==> src/rtl/u8u16_pkg.sv <==
// Package for the UTF-8 to UTF-16 decoder: code unit constants and the
// record that carries the units released by one byte.
// No dependencies.
package u8u16_pkg;

  // Most units that one input byte can release
  localparam int unsigned MaxUnits = 4;
  localparam int unsigned CountW   = $clog2(MaxUnits + 1);

  localparam logic [15:0] REPL_UNIT    = 16'hFFFD;
  localparam logic [20:0] SUPP_BASE    = 21'h10000;
  localparam logic [15:0] HI_SURR_BASE = 16'hD800;
  localparam logic [15:0] LO_SURR_BASE = 16'hDC00;

  // Units released by one byte, unit 0 goes out first
  typedef struct packed {
    logic [MaxUnits-1:0][15:0] units;
    logic [CountW-1:0]         count;
  } u8u16_run_t;

endpackage

==> src/rtl/u8u16_if.sv <==
// Handshake channels of the UTF-8 to UTF-16 decoder: the byte channel and
// the code unit channel, each with valid, ready and payload.
// No dependencies.
interface u8u16_in_if;
  logic       valid;
  logic       ready;
  logic [7:0] text_byte;
  logic       text_end;

  modport source (output valid, output text_byte, output text_end, input ready);
  modport sink (input valid, input text_byte, input text_end, output ready);
endinterface

interface u8u16_out_if;
  logic        valid;
  logic        ready;
  logic [15:0] code_unit;
  logic        run_last;
  logic        text_last;

  modport source (output valid, output code_unit, output run_last, output text_last,
                  input ready);
  modport sink (input valid, input code_unit, input run_last, input text_last,
                output ready);
endinterface

==> src/rtl/u8u16_dec.sv <==
// Sequence state and unit generation for one UTF-8 byte.
// Depends on u8u16_pkg.
module u8u16_dec (
  input  logic                  clk,
  input  logic                  rst_n,
  input  logic                  load,
  input  logic [7:0]            text_byte,
  input  logic                  text_end,
  output u8u16_pkg::u8u16_run_t run
);

  logic        pend_r, pend_nxt;
  logic [7:0]  lead_r, lead_nxt;
  logic [11:0] held_r, held_nxt;
  logic [1:0]  hcnt_r, hcnt_nxt;

  logic        is_cont;
  logic        is_lead;
  logic        tail_ascii;
  logic [1:0]  need;
  logic        complete;
  logic [20:0] cp;
  logic [20:0] cp_off;
  logic [2:0]  n_flush;
  logic [2:0]  n_tail;
  logic [2:0]  n_units;

  // Classify the byte and the open sequence
  always_comb begin
    is_cont    = (text_byte[7:6] == 2'b10);
    is_lead    = (text_byte[7:5] == 3'b110) || (text_byte[7:4] == 4'b1110) ||
                 (text_byte[7:3] == 5'b11110);
    tail_ascii = !text_byte[7];
    if (lead_r[7:5] == 3'b110) begin
      need = 2'd1;
    end else if (lead_r[7:4] == 4'b1110) begin
      need = 2'd2;
    end else begin
      need = 2'd3;
    end
    complete = ({1'b0, hcnt_r} + 3'd1) >= {1'b0, need};
    case (need)
      2'd1:    cp = {10'd0, lead_r[4:0], 6'd0} | {3'd0, held_r, text_byte[5:0]};
      2'd2:    cp = {5'd0, lead_r[3:0], 12'd0} | {3'd0, held_r, text_byte[5:0]};
      default: cp = {lead_r[2:0], held_r, text_byte[5:0]};
    endcase
    cp_off = cp - u8u16_pkg::SUPP_BASE;
  end

  // Build the unit list and the next sequence state
  always_comb begin
    pend_nxt  = pend_r;
    lead_nxt  = lead_r;
    held_nxt  = held_r;
    hcnt_nxt  = hcnt_r;
    n_flush   = 3'd0;
    n_tail    = 3'd0;
    n_units   = 3'd0;
    run.units = {u8u16_pkg::MaxUnits{u8u16_pkg::REPL_UNIT}};
    if (pend_r && is_cont && complete) begin
      // Sequence done: one unit, or a surrogate pair above the basic plane
      pend_nxt = 1'b0;
      lead_nxt = 8'd0;
      held_nxt = 12'd0;
      hcnt_nxt = 2'd0;
      if (cp[20:16] == 5'd0) begin
        n_units      = 3'd1;
        run.units[0] = cp[15:0];
      end else begin
        n_units      = 3'd2;
        run.units[0] = u8u16_pkg::HI_SURR_BASE + {5'd0, cp_off[20:10]};
        run.units[1] = u8u16_pkg::LO_SURR_BASE | {6'd0, cp_off[9:0]};
      end
    end else if (pend_r && is_cont) begin
      // Hold the payload; an early end replaces lead and payloads with 0xFFFD units
      if (text_end) begin
        n_units  = {1'b0, hcnt_r} + 3'd2;
        pend_nxt = 1'b0;
        lead_nxt = 8'd0;
        held_nxt = 12'd0;
        hcnt_nxt = 2'd0;
      end else begin
        held_nxt = {held_r[5:0], text_byte[5:0]};
        hcnt_nxt = hcnt_r + 2'd1;
      end
    end else begin
      // Flush any broken sequence, then take the byte as a new lead or release a unit for it
      if (pend_r) begin
        n_flush = {1'b0, hcnt_r} + 3'd1;
      end
      if (!is_lead || text_end) begin
        n_tail = 3'd1;
      end
      n_units = n_flush + n_tail;
      if (is_lead && !text_end) begin
        pend_nxt = 1'b1;
        lead_nxt = text_byte;
      end else begin
        pend_nxt = 1'b0;
        lead_nxt = 8'd0;
      end
      held_nxt = 12'd0;
      hcnt_nxt = 2'd0;
      for (int k = 0; k < u8u16_pkg::MaxUnits; k++) begin
        if (tail_ascii && (n_units == 3'(k + 1))) begin
          run.units[k] = {8'h00, text_byte};
        end
      end
    end
    run.count = n_units;
  end

  // Advance the sequence state on each byte taken
  always_ff @(posedge clk) begin
    if (!rst_n) begin
      pend_r <= 1'b0;
      lead_r <= 8'd0;
      held_r <= 12'd0;
      hcnt_r <= 2'd0;
    end else if (load) begin
      pend_r <= pend_nxt;
      lead_r <= lead_nxt;
      held_r <= held_nxt;
      hcnt_r <= hcnt_nxt;
    end
  end

endmodule

==> src/rtl/utf8_to_utf16_decoder.sv <==
// Top level of the UTF-8 to UTF-16 decoder: input register, decoder and
// unit buffer. Depends on u8u16_pkg, u8u16_in_if, u8u16_out_if, u8u16_dec.
//
// Takes one UTF-8 byte per item and releases zero to four UTF-16 code units,
// one per cycle while the unit channel is ready, with run_last on the final
// unit of each byte and text_last on the final unit of the text. A byte is
// held in an input register and then decoded into a four-entry unit buffer.
// Bytes flow at one per cycle while each releases at most one unit and the
// unit channel is ready; a byte that releases more units holds the input
// until the single-unit output port has drained the buffer to its last unit.
// Broken or truncated sequences give 0xFFFD per held byte.
module utf8_to_utf16_decoder (
  input logic         clk,
  input logic         rst_n,
  u8u16_in_if.sink    in_ch,
  u8u16_out_if.source out_ch
);

  logic       in_vld_r;
  logic [7:0] in_byte_r;
  logic       in_end_r;

  logic [u8u16_pkg::MaxUnits-1:0][15:0] units_r, units_nxt;
  logic [u8u16_pkg::CountW-1:0]         rem_r, rem_nxt;
  logic                                 end_r;

  u8u16_pkg::u8u16_run_t run;
  logic                  out_fire;
  logic                  buf_free;
  logic                  load;

  assign out_fire    = out_ch.valid && out_ch.ready;
  assign buf_free    = (rem_r == '0) ||
                       ((rem_r == u8u16_pkg::CountW'(1)) && out_ch.ready);
  assign load        = in_vld_r && buf_free;
  assign in_ch.ready = !in_vld_r || load;

  // Hold each accepted byte in the input register until the decoder takes it
  always_ff @(posedge clk) begin
    if (!rst_n) begin
      in_vld_r <= 1'b0;
    end else if (in_ch.valid && in_ch.ready) begin
      in_vld_r <= 1'b1;
    end else if (load) begin
      in_vld_r <= 1'b0;
    end
  end

  always_ff @(posedge clk) begin
    if (in_ch.valid && in_ch.ready) begin
      in_byte_r <= in_ch.text_byte;
      in_end_r  <= in_ch.text_end;
    end
  end

  u8u16_dec u_dec (
    .clk       (clk),
    .rst_n     (rst_n),
    .load      (load),
    .text_byte (in_byte_r),
    .text_end  (in_end_r),
    .run       (run)
  );

  // Load the buffer with a new run, or shift out one unit
  always_comb begin
    units_nxt = units_r;
    rem_nxt   = rem_r;
    if (load) begin
      units_nxt = run.units;
      rem_nxt   = run.count;
    end else if (out_fire) begin
      units_nxt = {16'h0000, units_r[u8u16_pkg::MaxUnits-1:1]};
      rem_nxt   = rem_r - u8u16_pkg::CountW'(1);
    end
  end

  always_ff @(posedge clk) begin
    if (!rst_n) begin
      rem_r <= '0;
    end else begin
      rem_r <= rem_nxt;
    end
  end

  always_ff @(posedge clk) begin
    units_r <= units_nxt;
    if (load) begin
      end_r <= in_end_r;
    end
  end

  // Drive the unit channel from the buffer head
  assign out_ch.valid     = (rem_r != '0);
  assign out_ch.code_unit = units_r[0];
  assign out_ch.run_last  = (rem_r == u8u16_pkg::CountW'(1));
  assign out_ch.text_last = (rem_r == u8u16_pkg::CountW'(1)) && end_r;

endmodule
==> src/flat_wrapper.sv <==
// flat-port wrapper written by rule: the top's interface ports become plain ports
module utf8_to_utf16_decoder_flat 
  (clk, rst_n, in_ch_valid, in_ch_text_byte, in_ch_text_end, in_ch_ready, out_ch_valid, out_ch_code_unit, out_ch_run_last, out_ch_text_last, out_ch_ready);
  u8u16_in_if in_ch_i ();
  u8u16_out_if out_ch_i ();
  input logic clk;
  input logic rst_n;
  input wire logic [$bits(in_ch_i.valid)-1:0] in_ch_valid;
  input wire logic [$bits(in_ch_i.text_byte)-1:0] in_ch_text_byte;
  input wire logic [$bits(in_ch_i.text_end)-1:0] in_ch_text_end;
  output wire logic [$bits(in_ch_i.ready)-1:0] in_ch_ready;
  output wire logic [$bits(out_ch_i.valid)-1:0] out_ch_valid;
  output wire logic [$bits(out_ch_i.code_unit)-1:0] out_ch_code_unit;
  output wire logic [$bits(out_ch_i.run_last)-1:0] out_ch_run_last;
  output wire logic [$bits(out_ch_i.text_last)-1:0] out_ch_text_last;
  input wire logic [$bits(out_ch_i.ready)-1:0] out_ch_ready;
  assign in_ch_i.valid = in_ch_valid;
  assign in_ch_i.text_byte = in_ch_text_byte;
  assign in_ch_i.text_end = in_ch_text_end;
  assign in_ch_ready = in_ch_i.ready;
  assign out_ch_valid = out_ch_i.valid;
  assign out_ch_code_unit = out_ch_i.code_unit;
  assign out_ch_run_last = out_ch_i.run_last;
  assign out_ch_text_last = out_ch_i.text_last;
  assign out_ch_i.ready = out_ch_ready;
  utf8_to_utf16_decoder u_core (.clk(clk), .rst_n(rst_n), .in_ch(in_ch_i), .out_ch(out_ch_i));
endmodule
==> config.mk <==
export PLATFORM = sky130hd
export DESIGN_NAME = utf8_to_utf16_decoder_flat
export DESIGN_NICKNAME = d
export VERILOG_FILES = /design/src/rtl/u8u16_pkg.sv /design/src/rtl/u8u16_if.sv /design/src/rtl/u8u16_dec.sv /design/src/rtl/utf8_to_utf16_decoder.sv /design/src/flat_wrapper.sv
export SDC_FILE = /design/constraint.sdc
export NUM_CORES = 1
export LEC_CHECK = 0
export ABC_AREA = 1
export BUFFER_PORTS_ARGS = -buffer_cell sky130_fd_sc_hd__buf_4
export CAP_MARGIN = 40
export CORE_ASPECT_RATIO = 0.8
export CORE_UTILIZATION = 60
export DETAILED_ROUTE_END_ITERATION = 7
export PLACE_DENSITY = 0.79
export SYNTH_ARGS = -nofsm -noshare
export SYNTH_HDL_FRONTEND = slang
export SYNTH_SLANG_ARGS = --single-unit
==> constraint.sdc <==
create_clock -name clk -period 3.3 [get_ports clk]
set_input_delay 0.33 -clock clk [delete_from_list [all_inputs] [get_ports clk]]
set_output_delay 0.33 -clock clk [all_outputs]
set_load 0.02 [all_outputs]
# Word level (Yosys, flattened, before mapping)

Cells that the tools add are included.

Flip-flop bits (word level): 101
Output and inout bits: 20

Add/sub/neg operators: 7
Magnitude comparators: 1
Reduce and logical (&&, ||, !) cells: 27
Bitwise logic cells: 2
Muxes and demuxes: 42
Equality and inequality tests: 14

Operator list:

| operator                 | count |
|---|---|
| $mux W64                 | 3 |
| $mux W16                 | 5 |
| $mux W32                 | 2 |
| $pmux W21 S2             | 1 |
| $mux W12                 | 3 |
| $mux W8                  | 4 |
| $mux W3                  | 10 |
| $sub A21 B17 Y21 const B | 1 |
| $or A11 B18 Y18          | 1 |
| $or A16 B18 Y18          | 1 |
| $add A15 B12 Y16 const A | 1 |
| $mux W14                 | 1 |
| $logic_and A1 B1 Y1      | 12 |
| $mux W2                  | 5 |
| $eq A3 B3 Y1 const B     | 3 |
| $eq A4 B4 Y1 const B     | 2 |
| $mux W1                  | 8 |
| $eq A3 B1 Y1 const B     | 2 |
| $eq A3 B2 Y1 const B     | 2 |
| $eq A5 B5 Y1 const B     | 1 |
| $logic_not A5 Y1         | 1 |
| $logic_or A1 B1 Y1       | 5 |
| $eq A2 B2 Y1 const B     | 2 |
| $logic_not A1 Y1         | 4 |
| 12 further kinds         | 13 |

# Depth between registers and ports, before layout

Depth in word-level cells: 15
Depth in mapped cells: 15
Depth with buffers taken out: 15

# Hierarchy

From an unflattened synthesis, not the netlist that was laid out.

Cells, all modules: 626
Area, all modules: 5410.2 um^2

By module, submodules not included:

| module                | cells an instance | area each (um^2) | times used | sequential area each (um^2) |
|---|---|---|---|---|
| utf8_to_utf16_decoder | 324               | 3425.8           | 1          | 2302.2 |
| u8u16_dec             | 302               | 1984.4           | 1          | 460.4 |

# Least setup slack after synthesis

No wires, ideal clock.

Path kind: flip-flop to flip-flop
Start point: register u_core.in_end_r
End point: register u_core.units_r (netlist bit u_core.out_ch.code_unit[10]), data pin
Clock period less this slack: 2.382 ns
Cell stages (with the launch flop): 14
Arrival time: 2.126 ns
Setup time: 0.256 ns
Path slack: 0.918 ns
Cells stage by stage: edfxtp_1 > nor3_1 > o31ai_1 > ha_1 > ha_1 > or2_2 > nor2_2 > nand2_2 > nand2_4 > inv_2 > a21oi_1 > nand2_1 > nand2_1 > nand2_1

RTL lines:

| element                | RTL line                    | text |
|---|---|---|
| from (decl)            | utf8_to_utf16_decoder.sv:21 | `logic in_end_r;` |
| from (signal assigned) | utf8_to_utf16_decoder.sv:52 | `in_end_r <= in_ch.text_end;` |
| to (signal assigned)   | utf8_to_utf16_decoder.sv:87 | `units_r <= units_nxt;` |
| to (decl)              | utf8_to_utf16_decoder.sv:23 | `logic [u8u16_pkg::MaxUnits-1:0][15:0] units_r, units_nxt;` |

==> load_flow_metrics.sql <==
INSERT INTO impl_metrics (metric_group, metric, value, unit) VALUES
('floorplanning', 'dieArea', '7220', 'um^2'),
('layout', 'postLayoutCoreUtil', '0.694', ''),
('layout', 'stdcell_area', '4510', 'um^2'),
('route', 'detail_route.first_pass.iterations', '5', ''),
('route', 'first_iter_violations', '213', ''),
('worst_setup_path', 'critPathMostFrequentCell', 'nand2_1', ''),
('worst_setup_path', 'crit_cells', '13', ''),
('grt', 'global_route.usage.total', '0.261', ''),
('synthesis', 'synth_largest_area_cell', 'edfxtp_1', ''),
('place', 'gpl.final_weighted_congestion', '0.959', ''),
('timing', 'finClkSkew', '0.00827', 'ns'),
('cts', 'clock_tree.htree_level_count', '3', ''),
('cts', 'cts_root_buffer', 'clkbuf_8', ''),
('worst_setup_path', 'crit_family', 'simple AND/OR/NAND/NOR gates', ''),
('layout', 'mostFrequentLayoutCell', 'nand2_1', ''),
('cts', 'cts_inserted_buffers', '9', ''),
('worst_setup_path', 'worst-setup-path-type', 'reg -> reg', ''),
('synthesis', 'yosys_warnings', '0', ''),
('layout', 'multi_input_comb_area', '1500', 'um^2'),
('synthesis', 'synth_simple_gate_area_frac', '0.219', ''),
('route', 'detailroute.via_count', '3071', ''),
('cts', 'postCtsSetupBuffers', '0', ''),
('route', 'totalWireLength', '8520', 'um'),
('route', 'detail-route-antenna-nets', '0', ''),
('worst_setup_path', 'worst_path_largest_cell_delay', '0.49', 'ns'),
('timing', 'setup-tns-final', '0', 'ns'),
('timing', 'finalCriticalPeriod', '2.65', 'ns'),
('cts', 'post_cts.resized_instances', '0', ''),
('timing', 'final.hold.worst_slack', '0.149', 'ns'),
('pwr', 'power_density', '914', 'nW/um^2'),
('cts', 'clock_insertion_delay_worst_skew', '0.35', 'ns'),
('synthesis', 'synth_area_per_cell', '8.99', 'um^2'),
('synthesis', 'mappedNetlistArea', '4130', 'um^2'),
('layout', 'commonest_cells_after_routing_fill_and_taps_aside', 'nand2_1 (108), inv_1 (59), edfxtp_1 (54)', ''),
('synthesis', 'xor_and_xnor_fraction_of_the_mapped_netlist_area', '0.00818', ''),
('synthesis', 'synthMuxAreaShare', '0', ''),
('floorplanning', 'die_x', '94.7', 'um'),
('cts', 'tritoncts', 'yes', ''),
('floorplanning', 'starting_density_of_the_core', '0.634', ''),
('synthesis', 'synthAdderAreaFrac', '0.0291', ''),
('place', 'cell_area_reported_after_detailed_placement', '4290', 'um^2'),
('grt', 'via_count_of_the_first_global_routing_pass', '2935', ''),
('synthesis', 'syn_inst', '459', ''),
('place', 'placed_cells_incl_taps', '550', ''),
('timing', 'slew-limit-headroom', '0.593', ''),
('layout', 'n_fill_cell', '504', ''),
('timing', 'setup_viol', '0', ''),
('synthesis', 'post_synth_main_area_contributors', 'edfxtp_1 (39%), dfxtp_1 (13%), nand2_1 (9.9%)', ''),
('worst_setup_path', 'worstPathCellList', 'nor3_1 -> o31ai_1 -> ha_1 -> ha_1 -> or2_2 -> nor2_2 -> nand2_2 -> nand2_4 -> inv_2 -> a21oi_1 -> nand2_1 -> nand2_1 -> nand2_1', ''),
('synthesis', 'synth.yosys.seq_area_share', '0.524', ''),
('grt', 'number_of_antenna_violations_at_the_first_check_in_global_routing', '0', ''),
('cts', 'cts-root-to-sink-buffers', '2', ''),
('synthesis', 'synth_cell_type_count', '37', ''),
('route', 'drt-wirelength-per-cell', '15.0', 'um'),
('pwr', 'vdd_ir_drop_max', '0.000974', 'V'),
('synthesis', 'synth.top_cell.area_share', '0.393', ''),
('worst_setup_path', 'timing.critical_path.buf_inv', '1', ''),
('worst_setup_path', 'worst_setup_end_kind', 'flop', ''),
('route', 'post-route-drc-count', '0', ''),
('place', 'place_ws', '0.712', 'ns'),
('layout', 'nets', '499', ''),
('synthesis', 'synth_top_family_by_area', 'simple AND/OR/NAND/NOR gates', ''),
('layout', 'regArea', '2160', 'um^2'),
('route', 'detail_route.vias_per_cell', '5.43', ''),
('worst_setup_path', 'critical_path_arrival', '2.76', 'ns'),
('timing', 'finalHoldViolations', '0', ''),
('worst_setup_path', 'critPathRequiredTime', '3.41', 'ns'),
('cts', 'clk_pin_slew', '0.08', 'ns'),
('grt', 'grt_max_degree', '56', ''),
('layout', 'final_layout_size_suffix_gt1_frac', '0.189', ''),
('status', 'run_status', 'completed', '');
==> final timing paths <==
| path | from | endpoint | slack (ns) |
|---|---|---|---|
| worst min-delay path | in_ch_text_byte[0] | u_core.in_byte_r[0] | 0.15 |
| worst max-delay path | u_core.in_end_r | u_core.out_ch.code_unit[10] | 0.65 |
| worst min register to register | u_core.u_dec.lead_r[6] | u_core.u_dec.lead_r[6] | 0.45 |
| worst max register to register | u_core.in_end_r | u_core.out_ch.code_unit[10] | 0.65 |
==> metal layers <==
metal  vias up  track usage  routed length, um
met1      1417        0.350               3760
met5         -            0                  0
met2       115        0.406               4040
li1       1518            -                  -
met3        21       0.0669                500
met4         0        0.103                207
==> sequential cells by signal (all words and copies together), names as in the netlist <==
| signal | flops |
|---|---|
| u_core.end_r | 1 |
| u_core.in_end_r | 1 |
| u_core.u_dec.hcnt_r | 2 |
| u_core.u_dec.pend_r | 1 |
| u_core.units_r | 28 |
| u_core.u_dec.lead_r | 8 |
| u_core.in_vld_r | 1 |
| u_core.u_dec.held_r | 12 |
| u_core.rem_r | 3 |
| u_core.out_ch.code_unit | 16 |
| u_core.in_byte_r | 8 |
==> cell type report <==
class,instances,area share
Clock inverter,6,0.0200
Inverter,69,0.0585
Tap cell,84,0.0233
Multi-Input combinational cell,282,0.332
Sequential cell,81,0.479
Timing Repair Buffer,34,0.0566
Clock buffer,10,0.0305
==> where the power goes <==
part	internal [mW]	total (mW)	leakage, nW	switching, mW
Sequential	1.64	1.77	0.737	0.131
Clock	0.449	0.808	0.108	0.359
Combinational	0.517	1.55	1.06	1.03
==> cells in the mapped netlist <==
| master | instances |
|---|---|
| nor3_1 | 3 |
| nor2_1 | 31 |
| nor2_4 | 1 |
| o21a_1 | 1 |
| dfxtp_1 | 27 |
| ha_1 | 8 |
| nand2_2 | 8 |
| o31ai_1 | 1 |
| o21ai_4 | 2 |
| nand3b_1 | 1 |
| a211oi_2 | 2 |
| o211ai_1 | 2 |
| xor2_2 | 1 |
| or2_2 | 2 |
| nand4_1 | 4 |
| a21oi_4 | 1 |
| buf_2 | 5 |
| nor2_2 | 2 |
| o21ai_0 | 27 |
| buf_4 | 18 |
| inv_1 | 59 |
| xnor2_1 | 2 |
| nand2_4 | 5 |
| a21oi_1 | 19 |
| nand3_4 | 1 |
| nand2_1 | 109 |
| inv_2 | 9 |
| edfxtp_1 | 54 |
| o21ai_2 | 3 |
| clkinv_4 | 1 |
| buf_6 | 4 |
| nand3_2 | 2 |
| nand3_1 | 30 |
| fa_1 | 1 |
| a21oi_2 | 1 |
| a211oi_1 | 4 |
| o21ai_1 | 8 |
==> kinds of logic after synthesis <==
| family | count (synthesis) |
|---|---|
| AO/OA/AOI/OAI | 71 |
| adder cells (fa/ha/maj) | 9 |
| AND/OR/NAND/NOR | 199 |
| XOR/XNOR | 3 |
| flip-flops | 81 |
| buffers and inverters | 96 |
(Power assumes the default switching activity.)
